**src/rtl/fpd_pkg.sv**
```systemverilog
package fpd_pkg;

  // Fixed-point constants
  localparam int COEF_ONE   = 256;
  localparam int SLOW_SCALE = 218;
  localparam int FAST_SPEED = 200;
  localparam int POWER_MAX  = 255;

  // Configuration register indexes
  localparam logic [1:0] REG_TARGET = 2'd0;
  localparam logic [1:0] REG_GAIN_P = 2'd1;
  localparam logic [1:0] REG_GAIN_D = 2'd2;
  localparam logic [1:0] REG_COEF   = 2'd3;

  // Configuration reset values and target mask
  localparam logic [12:0] TARGET_RESET = 13'd3500;
  localparam logic [12:0] TARGET_MASK  = 13'h1FFF;
  localparam logic [15:0] GAIN_RESET   = 16'd256;
  localparam logic [8:0]  COEF_RESET   = 9'd128;

  // Program counter
  localparam int STEP_BITS = 4;
  localparam logic [STEP_BITS-1:0] STEP_STOP = 4'd12;

  typedef enum logic {
    SEQ_IDLE,
    SEQ_RUN
  } seq_state_t;

  // Multiplier operand A: coefficients and gains
  typedef enum logic [2:0] {
    A_COEF,
    A_ICOEF,
    A_GP,
    A_GD,
    A_SCL
  } a_sel_t;

  // Multiplier operand B: error terms and halves of the sum
  typedef enum logic [2:0] {
    B_D,
    B_FR,
    B_ERR,
    B_RATE,
    B_LO,
    B_HI
  } b_sel_t;

  typedef enum logic [1:0] {
    ACC_HOLD,
    ACC_LOAD,
    ACC_ADD,
    ACC_ADDHI
  } acc_op_t;

  typedef enum logic [2:0] {
    ACT_NONE,
    ACT_ERR,
    ACT_RATE,
    ACT_OUT,
    ACT_ZERO
  } act_t;

  typedef enum logic [1:0] {
    JMP_NEXT,
    JMP_IF_STOP,
    JMP_END
  } jmp_t;

  typedef struct packed {
    a_sel_t               asel;
    b_sel_t               bsel;
    logic                 mul_en;
    acc_op_t              acc_op;
    act_t                 act;
    jmp_t                 jmp;
    logic [STEP_BITS-1:0] target;
  } ctrl_word_t;

  // Sequencer to datapath
  typedef struct packed {
    logic       step_en;
    ctrl_word_t cw;
  } seq_ctl_t;

  function automatic ctrl_word_t mk_cw(input a_sel_t a, input b_sel_t b, input logic m,
                                       input acc_op_t o, input act_t t, input jmp_t j,
                                       input logic [STEP_BITS-1:0] tg);
    ctrl_word_t w;
    w.asel   = a;
    w.bsel   = b;
    w.mul_en = m;
    w.acc_op = o;
    w.act    = t;
    w.jmp    = j;
    w.target = tg;
    return w;
  endfunction

  // Control program: filter, PD sum, speed scaling, output, or a zero result when stopped
  function automatic ctrl_word_t ucode_rom(input logic [STEP_BITS-1:0] pc);
    ctrl_word_t w;
    unique case (pc)
      4'd0:  w = mk_cw(A_COEF,  B_D,    1'b0, ACC_HOLD,  ACT_ERR,  JMP_IF_STOP, STEP_STOP);
      4'd1:  w = mk_cw(A_COEF,  B_D,    1'b1, ACC_HOLD,  ACT_NONE, JMP_NEXT,    '0);
      4'd2:  w = mk_cw(A_ICOEF, B_FR,   1'b1, ACC_LOAD,  ACT_NONE, JMP_NEXT,    '0);
      4'd3:  w = mk_cw(A_COEF,  B_D,    1'b0, ACC_ADD,   ACT_NONE, JMP_NEXT,    '0);
      4'd4:  w = mk_cw(A_COEF,  B_D,    1'b0, ACC_HOLD,  ACT_RATE, JMP_NEXT,    '0);
      4'd5:  w = mk_cw(A_GP,    B_ERR,  1'b1, ACC_HOLD,  ACT_NONE, JMP_NEXT,    '0);
      4'd6:  w = mk_cw(A_GD,    B_RATE, 1'b1, ACC_LOAD,  ACT_NONE, JMP_NEXT,    '0);
      4'd7:  w = mk_cw(A_COEF,  B_D,    1'b0, ACC_ADD,   ACT_NONE, JMP_NEXT,    '0);
      4'd8:  w = mk_cw(A_SCL,   B_LO,   1'b1, ACC_HOLD,  ACT_NONE, JMP_NEXT,    '0);
      4'd9:  w = mk_cw(A_SCL,   B_HI,   1'b1, ACC_LOAD,  ACT_NONE, JMP_NEXT,    '0);
      4'd10: w = mk_cw(A_COEF,  B_D,    1'b0, ACC_ADDHI, ACT_NONE, JMP_NEXT,    '0);
      4'd11: w = mk_cw(A_COEF,  B_D,    1'b0, ACC_HOLD,  ACT_OUT,  JMP_END,     '0);
      4'd12: w = mk_cw(A_COEF,  B_D,    1'b0, ACC_HOLD,  ACT_ZERO, JMP_END,     '0);
      default: w = mk_cw(A_COEF, B_D,   1'b0, ACC_HOLD,  ACT_NONE, JMP_END,     '0);
    endcase
    return w;
  endfunction

endpackage

```
**src/rtl/fpd_seq.sv**
```systemverilog
module fpd_seq (
  input  logic              clk,
  input  logic              rst_n,
  input  logic              start,
  input  logic              stop_cond,
  input  logic              out_free,
  output logic              busy,
  output fpd_pkg::seq_ctl_t seq_ctl
);
  import fpd_pkg::*;

  seq_state_t           state_r, state_nxt;
  logic [STEP_BITS-1:0] pc_r, pc_nxt;
  ctrl_word_t           cw;
  logic                 stall;

  assign cw    = ucode_rom(pc_r);
  // Hold a result step until the output register is free
  assign stall = ((cw.act == ACT_OUT) || (cw.act == ACT_ZERO)) && !out_free;

  // Next state and step
  always_comb begin
    state_nxt = state_r;
    pc_nxt    = pc_r;
    unique case (state_r)
      SEQ_IDLE: begin
        if (start) begin
          state_nxt = SEQ_RUN;
          pc_nxt    = '0;
        end
      end
      SEQ_RUN: begin
        if (!stall) begin
          unique case (cw.jmp)
            JMP_IF_STOP: pc_nxt = stop_cond ? cw.target : pc_r + 1'b1;
            JMP_END:     state_nxt = SEQ_IDLE;
            default:     pc_nxt = pc_r + 1'b1;
          endcase
        end
      end
      default: state_nxt = SEQ_IDLE;
    endcase
  end

  // Control outputs
  always_comb begin
    busy            = (state_r == SEQ_RUN);
    seq_ctl.cw      = cw;
    seq_ctl.step_en = (state_r == SEQ_RUN) && !stall;
  end

  always_ff @(posedge clk) begin
    if (!rst_n) begin
      state_r <= SEQ_IDLE;
      pc_r    <= '0;
    end else begin
      state_r <= state_nxt;
      pc_r    <= pc_nxt;
    end
  end

endmodule

```
**src/rtl/filtered_pd_differential_drive.sv**
```systemverilog
// The block takes one item at a time: in_ready is low while the control
// program runs, so a new item is accepted only once the last one is done.
// The steps of the control program on the single shared 17x18 multiplier
// set the throughput.
// The output register lets a new item in while a result waits.
// Reset (rst_n low, synchronous): registers to defaults, filter state cleared.
module filtered_pd_differential_drive #(
  parameter int POSITION_BITS = 13
) (
  input  logic                     clk,
  input  logic                     rst_n,
  input  logic                     in_valid,
  output logic                     in_ready,
  input  logic [POSITION_BITS-1:0] in_line_position,
  input  logic signed [8:0]        in_base_speed,
  input  logic                     in_robot_stopped,
  output logic                     out_valid,
  input  logic                     out_ready,
  output logic signed [8:0]        out_left_motor,
  output logic signed [8:0]        out_right_motor,
  output logic signed [8:0]        out_correction,
  input  logic                     cfg_wr_en,
  input  logic [1:0]               cfg_index,
  input  logic [15:0]              cfg_wdata
);
  import fpd_pkg::*;

  localparam int P  = POSITION_BITS;
  localparam int S  = P + 1;
  localparam int MB = (S + 1 > 18) ? S + 1 : 18;
  localparam int PW = 17 + MB;
  localparam int AW = (S + 25 > PW) ? S + 25 : PW;
  localparam logic signed [AW-1:0] PMAX_W = AW'(POWER_MAX);
  localparam logic signed [AW-1:0] PMIN_W = -PMAX_W;

  // Configuration
  logic [P-1:0]  tgt_r;
  logic [15:0]   gp_r, gd_r;
  logic [8:0]    coef_r;

  // Latched item
  logic [P-1:0]         pos_r;
  logic signed [8:0]    base_r;
  logic                 stop_r;

  // Filter state and working registers
  logic signed [S-1:0]  last_err_r, frate_r;
  logic signed [S-1:0]  err_r, rate_r;
  logic signed [S:0]    d_r;
  logic signed [PW-1:0] prod_r;
  logic signed [AW-1:0] acc_r;

  // Result register
  logic                 out_valid_r;
  logic signed [8:0]    left_r, right_r, corr_r;

  seq_ctl_t seq_ctl;
  logic     busy, in_acc, out_free, fire;

  assign in_acc   = in_valid && in_ready;
  assign out_free = !out_valid_r || out_ready;
  assign in_ready = !busy;
  assign fire     = seq_ctl.step_en;

  fpd_seq u_seq (
    .clk      (clk),
    .rst_n    (rst_n),
    .start    (in_acc),
    .stop_cond(stop_r),
    .out_free (out_free),
    .busy     (busy),
    .seq_ctl  (seq_ctl)
  );

  // Write configuration registers
  always_ff @(posedge clk) begin
    if (!rst_n) begin
      tgt_r  <= P'(TARGET_RESET);
      gp_r   <= GAIN_RESET;
      gd_r   <= GAIN_RESET;
      coef_r <= COEF_RESET;
    end else if (cfg_wr_en) begin
      unique case (cfg_index)
        REG_TARGET: tgt_r  <= cfg_wdata[P-1:0] & P'(TARGET_MASK);
        REG_GAIN_P: gp_r   <= cfg_wdata;
        REG_GAIN_D: gd_r   <= cfg_wdata;
        REG_COEF:   coef_r <= cfg_wdata[8:0];
      endcase
    end
  end

  // Latch the item
  always_ff @(posedge clk) begin
    if (in_acc) begin
      pos_r  <= in_line_position;
      base_r <= in_base_speed;
      stop_r <= in_robot_stopped;
    end
  end

  // Error and its difference
  logic signed [S-1:0] err_c;
  logic signed [S:0]   d_c;
  assign err_c = $signed({1'b0, pos_r}) - $signed({1'b0, tgt_r});
  assign d_c   = (S+1)'(err_c) - (S+1)'(last_err_r);

  // Operand selection
  logic [8:0]           a_c, ia_c;
  logic                 fast;
  logic signed [16:0]   mul_a;
  logic signed [MB-1:0] mul_b;

  assign a_c  = (coef_r > 9'(COEF_ONE)) ? 9'(COEF_ONE) : coef_r;
  assign ia_c = 9'(COEF_ONE) - a_c;
  assign fast = base_r > 9'sd200;

  always_comb begin
    unique case (seq_ctl.cw.asel)
      A_COEF:  mul_a = {8'd0, a_c};
      A_ICOEF: mul_a = {8'd0, ia_c};
      A_GP:    mul_a = {1'b0, gp_r};
      A_GD:    mul_a = {1'b0, gd_r};
      A_SCL:   mul_a = fast ? 17'(SLOW_SCALE) : 17'(COEF_ONE);
      default: mul_a = '0;
    endcase
  end

  always_comb begin
    unique case (seq_ctl.cw.bsel)
      B_D:     mul_b = MB'(d_r);
      B_FR:    mul_b = MB'(frate_r);
      B_ERR:   mul_b = MB'(err_r);
      B_RATE:  mul_b = MB'(rate_r);
      B_LO:    mul_b = MB'({1'b0, acc_r[16:0]});
      B_HI:    mul_b = MB'($signed(acc_r[S+16:17]));
      default: mul_b = '0;
    endcase
  end

  // Multiply, then accumulate
  always_ff @(posedge clk) begin
    if (fire && seq_ctl.cw.mul_en) begin
      prod_r <= mul_a * mul_b;
    end
  end

  always_ff @(posedge clk) begin
    if (fire) begin
      unique case (seq_ctl.cw.acc_op)
        ACC_LOAD:  acc_r <= AW'(prod_r);
        ACC_ADD:   acc_r <= acc_r + AW'(prod_r);
        ACC_ADDHI: acc_r <= acc_r + (AW'(prod_r) <<< 17);
        default:   acc_r <= acc_r;
      endcase
    end
  end

  // Filtered rate: truncate toward zero, saturate to state width
  logic signed [AW-1:0] rsum, rsh;
  logic                 rovf;
  logic signed [S-1:0]  rate_c;
  assign rsum   = acc_r + (acc_r[AW-1] ? AW'(255) : '0);
  assign rsh    = rsum >>> 8;
  assign rovf   = !((&rsh[AW-1:S-1]) || !(|rsh[AW-1:S-1]));
  assign rate_c = !rovf ? rsh[S-1:0] :
                  rsh[AW-1] ? {1'b1, {(S-1){1'b0}}} : {1'b0, {(S-1){1'b1}}};

  // Correction: truncate toward zero, saturate to power range
  logic signed [AW-1:0] csum, csh;
  logic signed [8:0]    corr_c;
  assign csum   = acc_r + (acc_r[AW-1] ? AW'(65535) : '0);
  assign csh    = csum >>> 16;
  assign corr_c = (csh > PMAX_W) ? 9'sd255 :
                  (csh < PMIN_W) ? -9'sd255 : csh[8:0];

  function automatic logic [8:0] sat_pwr(input logic signed [9:0] v);
    if (v > 10'sd255) begin
      return 9'd255;
    end else if (v < -10'sd255) begin
      return 9'h101;
    end else begin
      return v[8:0];
    end
  endfunction

  logic signed [9:0] lsum, rsub;
  assign lsum = 10'(base_r) + 10'(corr_c);
  assign rsub = 10'(base_r) - 10'(corr_c);

  // Working registers
  always_ff @(posedge clk) begin
    if (fire && (seq_ctl.cw.act == ACT_ERR)) begin
      err_r <= err_c;
      d_r   <= d_c;
    end
    if (fire && (seq_ctl.cw.act == ACT_RATE)) begin
      rate_r <= rate_c;
    end
  end

  // Advance filter state on running items only
  always_ff @(posedge clk) begin
    if (!rst_n) begin
      last_err_r <= '0;
      frate_r    <= '0;
    end else if (fire && (seq_ctl.cw.act == ACT_OUT)) begin
      last_err_r <= err_r;
      frate_r    <= rate_r;
    end
  end

  // Output register
  always_ff @(posedge clk) begin
    if (!rst_n) begin
      out_valid_r <= 1'b0;
    end else if (fire && ((seq_ctl.cw.act == ACT_OUT) || (seq_ctl.cw.act == ACT_ZERO))) begin
      out_valid_r <= 1'b1;
    end else if (out_ready) begin
      out_valid_r <= 1'b0;
    end
  end

  always_ff @(posedge clk) begin
    if (fire && (seq_ctl.cw.act == ACT_OUT)) begin
      left_r  <= sat_pwr(lsum);
      right_r <= sat_pwr(rsub);
      corr_r  <= corr_c;
    end else if (fire && (seq_ctl.cw.act == ACT_ZERO)) begin
      left_r  <= '0;
      right_r <= '0;
      corr_r  <= '0;
    end
  end

  assign out_valid       = out_valid_r;
  assign out_left_motor  = left_r;
  assign out_right_motor = right_r;
  assign out_correction  = corr_r;

  // Checks
  a_busy_after_accept: assert property (@(posedge clk) disable iff (!rst_n)
    in_acc |=> !in_ready)
    else $error("block ready right after accepting an item");

  a_power_range: assert property (@(posedge clk) disable iff (!rst_n)
    out_valid |-> (out_correction != -9'sd256 && out_left_motor != -9'sd256 &&
                   out_right_motor != -9'sd256))
    else $error("result outside saturation range");

  a_stop_holds_state: assert property (@(posedge clk) disable iff (!rst_n)
    (fire && seq_ctl.cw.act == ACT_ZERO) |=> ($stable(last_err_r) && $stable(frate_r)))
    else $error("stopped item changed filter state");

  a_stop_zero: assert property (@(posedge clk) disable iff (!rst_n)
    (fire && seq_ctl.cw.act == ACT_ZERO) |=> (out_correction == 9'sd0 &&
                                              out_left_motor == 9'sd0))
    else $error("stopped item gave nonzero result");

  a_valid_from_step: assert property (@(posedge clk) disable iff (!rst_n)
    $rose(out_valid_r) |-> $past(fire))
    else $error("result appeared without a program step");

endmodule

```
**config.mk**
```make
export PLATFORM = sky130hd
export DESIGN_NAME = filtered_pd_differential_drive
export DESIGN_NICKNAME = d
export VERILOG_FILES = /design/src/rtl/fpd_pkg.sv /design/src/rtl/fpd_seq.sv /design/src/rtl/filtered_pd_differential_drive.sv
export SDC_FILE = /design/constraint.sdc
export NUM_CORES = 1
export LEC_CHECK = 0
export BUFFER_PORTS_ARGS = -buffer_cell sky130_fd_sc_hd__buf_2
export CORE_MARGIN = 1.5
export CORE_UTILIZATION = 50
export CTS_BUF_LIST = sky130_fd_sc_hd__clkbuf_4
export DETAILED_ROUTE_END_ITERATION = 7
export PLACE_DENSITY = 0.74
export SLEW_MARGIN = 20
export SYNTH_ARGS = -nofsm -noshare
export SYNTH_HDL_FRONTEND = slang
export SYNTH_SLANG_ARGS = --single-unit
```
**constraint.sdc**
```tcl
create_clock -name clk -period 15.3 [get_ports clk]
set_input_delay 1.53 -clock clk [delete_from_list [all_inputs] [get_ports clk]]
set_output_delay 1.53 -clock clk [all_outputs]
set_load 0.005 [all_outputs]
```
Word level (Yosys, flattened, before mapping):

Memory sizes are Yosys's and may differ from the RTL's. A register that Yosys moved wholly into a read port is not among the register bits.
Index checks and enable logic that the tools add are counted.

* memories: 1
* input bits: 46
* logic and storage cells: 128
* output and inout port bits: 29
* bits in read-only memories: 256
* register bits after elaboration: 255

Memories
* (name not given): depth 16, width 16, rd ports 1, clocked after Yosys merged registers in 1, wr ports 0, RTL line fpd_pkg.sv:103 `unique case (pc)`

* order comparisons: 8
* equal/unequal tests: 24
* bitwise operators: 1
* reduce and logical (&&, ||, !) cells: 31
* add/sub/neg operators: 10
* multiplexer cells: 32
* $mul: 1

Operator list (number)
* $pmux W39 S3: 1
* $mux W9: 12
* $pmux W18 S6: 1
* $pmux W16 S5: 1
* $add A39 B16 Y39: 1
* $add A39 B35 Y39: 1
* $add A39 B39 Y39: 1
* $add A39 B8 Y39: 1
* $mul A17 B18 Y35: 1
* $mux W14: 2
* $gt A23 B9 Y1 const B: 1
* $lt A23 B9 Y1 const B: 1
* $gt A10 B9 Y1 const B: 2
* $lt A10 B9 Y1 const B: 2
* $mux W4: 5
* $eq A3 B2 Y1 const B: 6
* $gt A9 B9 Y1 const B: 2
* $reduce_and A18 Y1: 1
* $reduce_or A18 Y1: 1
* $mux W16: 1
* $pmux W4 S2: 2
* $sub A14 B14 Y15: 1
* $sub A13 B13 Y14: 1
* $eq A3 B3 Y1 const B: 4
* other kinds (21): 55

Depth between registers and ports, before layout:

* depth after elaboration: 10
* depth in mapped cells: 34
* mapped depth without buffers: 32

Modules after synthesis:

Synthesis repeated with hierarchy kept, for this count alone.

* cell total of the unflattened synthesis: 3282
* area total of the unflattened synthesis: 28966.5 um2

Modules (own cells, without submodules)
* filtered_pd_differential_drive: cells each 3183, times used 1, area each 28070.7 um2, seq. area each 6676.4 um2
* fpd_seq: cells each 99, times used 1, area each 895.9 um2, seq. area each 340.3 um2

Worst setup path after synthesis:

No wires, ideal clock.

* path type: flip-flop to flip-flop
* start: register coef_r[2]
* end: register prod_r[32], data pin
* cell stages (with the launch flop): 30
* path buffers: 2
* required time: 15.042 ns
* setup slack: 7.399 ns
* clock period less this slack: 7.901 ns
* data arrival time: 7.643 ns
* setup time: 0.258 ns
* cells stage by stage: dfxtp_1 or3_1 or3_1 o31ai_1 xor2_1 nor3_1 a21oi_1 o21a_1 clkbuf_1 clkbuf_1 nor2_1 fa_1 inv_1 fa_1 fa_1 fa_1 inv_1 fa_1 inv_1 fa_1 inv_1 ha_1 a21o_1 or4_1 o21ai_0 o21ai_0 o211ai_1 o22ai_1 o41a_1 xor2_1

* word-level cells in the longest chain between the ends: 5

RTL lines
* from (decl): RTL line filtered_pd_differential_drive.sv:39 `logic [8:0] coef_r;`
* from (signal assigned): RTL line filtered_pd_differential_drive.sv:87 `REG_COEF: coef_r <= cfg_wdata[8:0];`
* $gt A9 B9 Y1: RTL line filtered_pd_differential_drive.sv:113 `assign a_c = (coef_r > 9'(COEF_ONE)) ? 9'(COEF_ONE) : coef_r;`
* $mux W9 *: RTL line filtered_pd_differential_drive.sv:113
* $sub A9 B9 Y9: RTL line filtered_pd_differential_drive.sv:114 `assign ia_c = 9'(COEF_ONE) - a_c;`
* $pmux W16 S5 *: RTL line filtered_pd_differential_drive.sv:118 `unique case (seq_ctl.cw.asel)`
* $mul A17 B18 Y35 *: RTL line filtered_pd_differential_drive.sv:143 `prod_r <= mul_a * mul_b;`
* to (signal assigned): RTL line filtered_pd_differential_drive.sv:143
* to (decl): RTL line filtered_pd_differential_drive.sv:50 `logic signed [PW-1:0] prod_r;`

Every way passes the cells marked *; elsewhere a longest branch is shown, timed or not.
A chain may end at the register's enable or synchronous reset.

Worst setup path after layout:

* start: register, netlist name u_seq.cw[16]
* end: register prod_r[32], data pin

* word-level cells in the longest chain between the ends: 3
* elaborated cells on any way between the ends: 7
* those cells by class: mul: 1; eq/ne: 4; mux: 1; reduce/logical: 1

RTL lines (RTL line)
* $eq A3 B3 Y1, or another cell as far along: filtered_pd_differential_drive.sv:118
* $pmux W16 S5 *: filtered_pd_differential_drive.sv:118
* $mul A17 B18 Y35 *: filtered_pd_differential_drive.sv:143

Marked as above.

==> flow_summary.yaml <==
timing:
  layout_worst_path_cycle_share_pct: 58.0
  slew_headroom_pct: 22.9
  fin_tns_setup_ns: 0
  grt_setup_unrepaired: "no"
  final-setup-viol-count: 0
  timing.final.max_slew_violations: 0
  finalHoldViolCount: 0
  finalCriticalPeriod_ns: 8.87
  skew_ns: 0.0936
  max_clock_freq_ghz: 0.113
  worst_pin_slew_ns: 1.16
grt:
  largest_net_degree_at_the_start_of_global_routing: 92
  global_route.usage.total_pct: 25.9
  grt_remaining_overflow: 0
  antenna_violations_before_repair: 2
  first_global_vias: 23833
  grt_pass1_wl_mm: 124
yosys:
  synth_flop_cell: "edfxtp_1"
  synth.yosys.warnings: 0
  synth_edf_count: 167
  synth_top_cell_area_share_pct: 20.5
  synth_top_cell_by_area: "fa_1"
  syn_area_sq_mm: 0.0293
  synth_common_cells: "inv_1, nand2_1, nor2_1, fa_1, ha_1"
  synth.most_common_cell: "inv_1"
  post_synth_inst_count: 3327
  synth.ff_latch_count: 267
  postSynthAreaPerCell_sq_um: 8.79
  synthesis.nets: 3889
  netlist_top_cells_area: "fa_1, edfxtp_1, ha_1, dfxtp_1, inv_1"
  yosys.cell_types.count: 87
  synth_sequential_area_ratio_pct: 24.0
  synth_async_sr_flop_share_pct: 0
worst_setup_path:
  critical_path.slowest_cell: "o21a_1"
  timing.critical_path.arrival_ns: 9.35
  path_common_cell: "fa_1"
  critical_path_peak_fanout: 38
  end_kind: "flop"
  crit_path_start_kind: "flop"
  crit_type: "reg2reg"
  critPathMaxStageDelay_ns: 0.69
  crit_required_ns: 15.78
clocking:
  cts_resized: 0
  cts_buffer_depth: 3
  clock_insertion_delay_worst_skew_ns: 0.82
  tritoncts_sinks: 267
  cts.clk_slew.worst_paths_ns: 0.07
  cts_hold_repair.buffers: 0
  post_cts_buffers: 0
  tritoncts: "built"
  clock_tree.root_cell: "clkbuf_4"
  clock_tree.htree_level_count: 3
  number_of_buffers_created_by_cts: 72
layout:
  fillers: 5229
  multi_input_area_sq_mm: 0.0199
  nets: 3946
  area.sequential_sq_mm: 0.00702
  post-route-cell-area_sq_mm: 0.0314
  final_layout_size_suffix_gt1_share_pct: 8.78
  final_cell_count_no_fill: 4210
  area.growth.synth_to_final_pct: 7.31
pwr:
  leakagePower_nw: 13.7
  pwr_density_cell_mw_per_mm2: 72.2
  ir_drop_v: 0.0000437
routing:
  initialDrtViolationCount: 2248
  first_pass_iters: 8
  drc: 0
  vias: 23861
  detail-route-antenna-nets: 0
  wl_per_cell_um: 18.1
  avgViaCountPerCell: 5.67
  routed_wl_mm: 76.4
placement:
  count_of_port_buffers_added_during_placement: 74
  total_placed_instance_area_sq_mm: 0.0304
  place_inst: 4075
  dp_hpwl_mm: 59.8
  gpl.final_weighted_congestion: 0.966
floorplanning:
  die_area_sq_mm: 0.0600
  num_io_pins: 75
  initial_utilization_pct: 50.6
  die_width_um: 245
  placement_rows: 88
  coreArea_sq_mm: 0.0578
  fp.dieH_um: 245
hold_path:
  worstHoldPathType: "reg2reg"
run_status:
  outcome: "completed"
job:
  maxCapViolCount: 0
## power by group
group          total (mW)  internal [mW]  switching, mW
sequential          0.829          0.813         0.0164
combinational       0.764          0.294          0.469
clock               0.673          0.358          0.315
total                2.27           1.46          0.801
## path summary, 6_finish.rpt
path,startpoint,endpoint,slack (ns),depth (start not counted)
worst max-delay path,u_seq.cw[16]$_SDFF_PP0_,prod_r[32]$_DFFE_PP_,6.43,26
worst min-delay path,gd_r[13]$_SDFFE_PN0P_,gd_r[13]$_SDFFE_PN0P_,0.46,2
worst max register to register,u_seq.cw[16]$_SDFF_PP0_,prod_r[32]$_DFFE_PP_,6.43,26
worst min register to register,gd_r[13]$_SDFFE_PN0P_,gd_r[13]$_SDFFE_PN0P_,0.46,2
## registers in the layout, summed over array words and instances, names as in the netlist, 12 cells and up
| name | cells |
|---|---|
| acc_r | 39 |
| d_r | 15 |
| err_r | 14 |
| frate_r | 14 |
| gd_r | 16 |
| gp_r | 16 |
| last_err_r | 14 |
| pos_r | 13 |
| prod_r | 35 |
| rate_r | 14 |
| tgt_r | 13 |
| u_seq.cw | 12 |
## logic make-up (layout without fill, tap and decap cells)
| family | after synthesis | in the layout | synth area share (%) |
|---|---|---|---|
| simple gates | 1051 | 1051 | 16.1 |
| flops | 267 | 267 | 24.0 |
| fa+ha+maj | 516 | 516 | 29.7 |
| compound gates | 645 | 645 | 15.1 |
| mux | 66 | 66 | 2.53 |
| xor+xnor | 139 | 139 | 4.19 |
| buf+inv | 643 | 757 | 8.36 |
| other cells | 0 | 4 | 0 |
## routing by layer
metal  wire length, um  vias to the layer above  track usage (%)
li1                  -                    11279                -
met1             32300                    11430             34.9
met2             34800                      965             41.9
met3              6970                      187             4.90
met4              2360                        0             8.70
met5                 0                        -                0
## cell usage in the layout, fill, tap and decap left out, drive strengths merged, types with 56 or more instances in the layout
cell	netlist	routed
ha	217	217
o21ai	121	121
nor2	329	329
dfxtp	100	100
clkbuf	111	114
edfxtp	167	167
xnor2	92	92
fa	299	299
inv	517	520
nand2	404	404
a21boi	80	80
a21o	56	56
buf	14	108
a21oi	129	129
## layout make-up
type | count | share of cell area (%)
Multi-Input combinational cell | 2417 | 63.3
Sequential cell | 267 | 22.4
Inverter | 518 | 6.19
Tap cell | 765 | 3.05
Clock buffer | 114 | 2.73
Timing Repair Buffer | 108 | 1.99
Clock inverter | 17 | 0.359
Antenna cell | 4 | 0.0319
## critical path: cells and delay by family (launching register included)
| family | cells | cell delay (ns) |
|---|---|---|
| xor gates and xnor gates | 1 | 0.15 |
| DFF | 1 | 0.32 |
| and+or+nand+nor | 5 | 1.30 |
| AOI/OAI and AO/OA | 7 | 2.16 |
| buffers and inverters | 6 | 1.13 |
| adders and majority gates | 7 | 3.48 |
## metrics by stage
stage	setup slack (ns)	hold slack [ns]	total power [mW]	util [%]
after global placement	6.75	0.449	1.58	52.6
final	6.43	0.462	2.27	54.3
after detailed placement	6.63	0.456	1.60	52.6
after global routing	5.81	0.485	2.43	54.3
after floorplan	7.40	0.440	1.41	-
after CTS	6.55	0.463	2.28	54.2
Power figures use the tool's default switching activity.
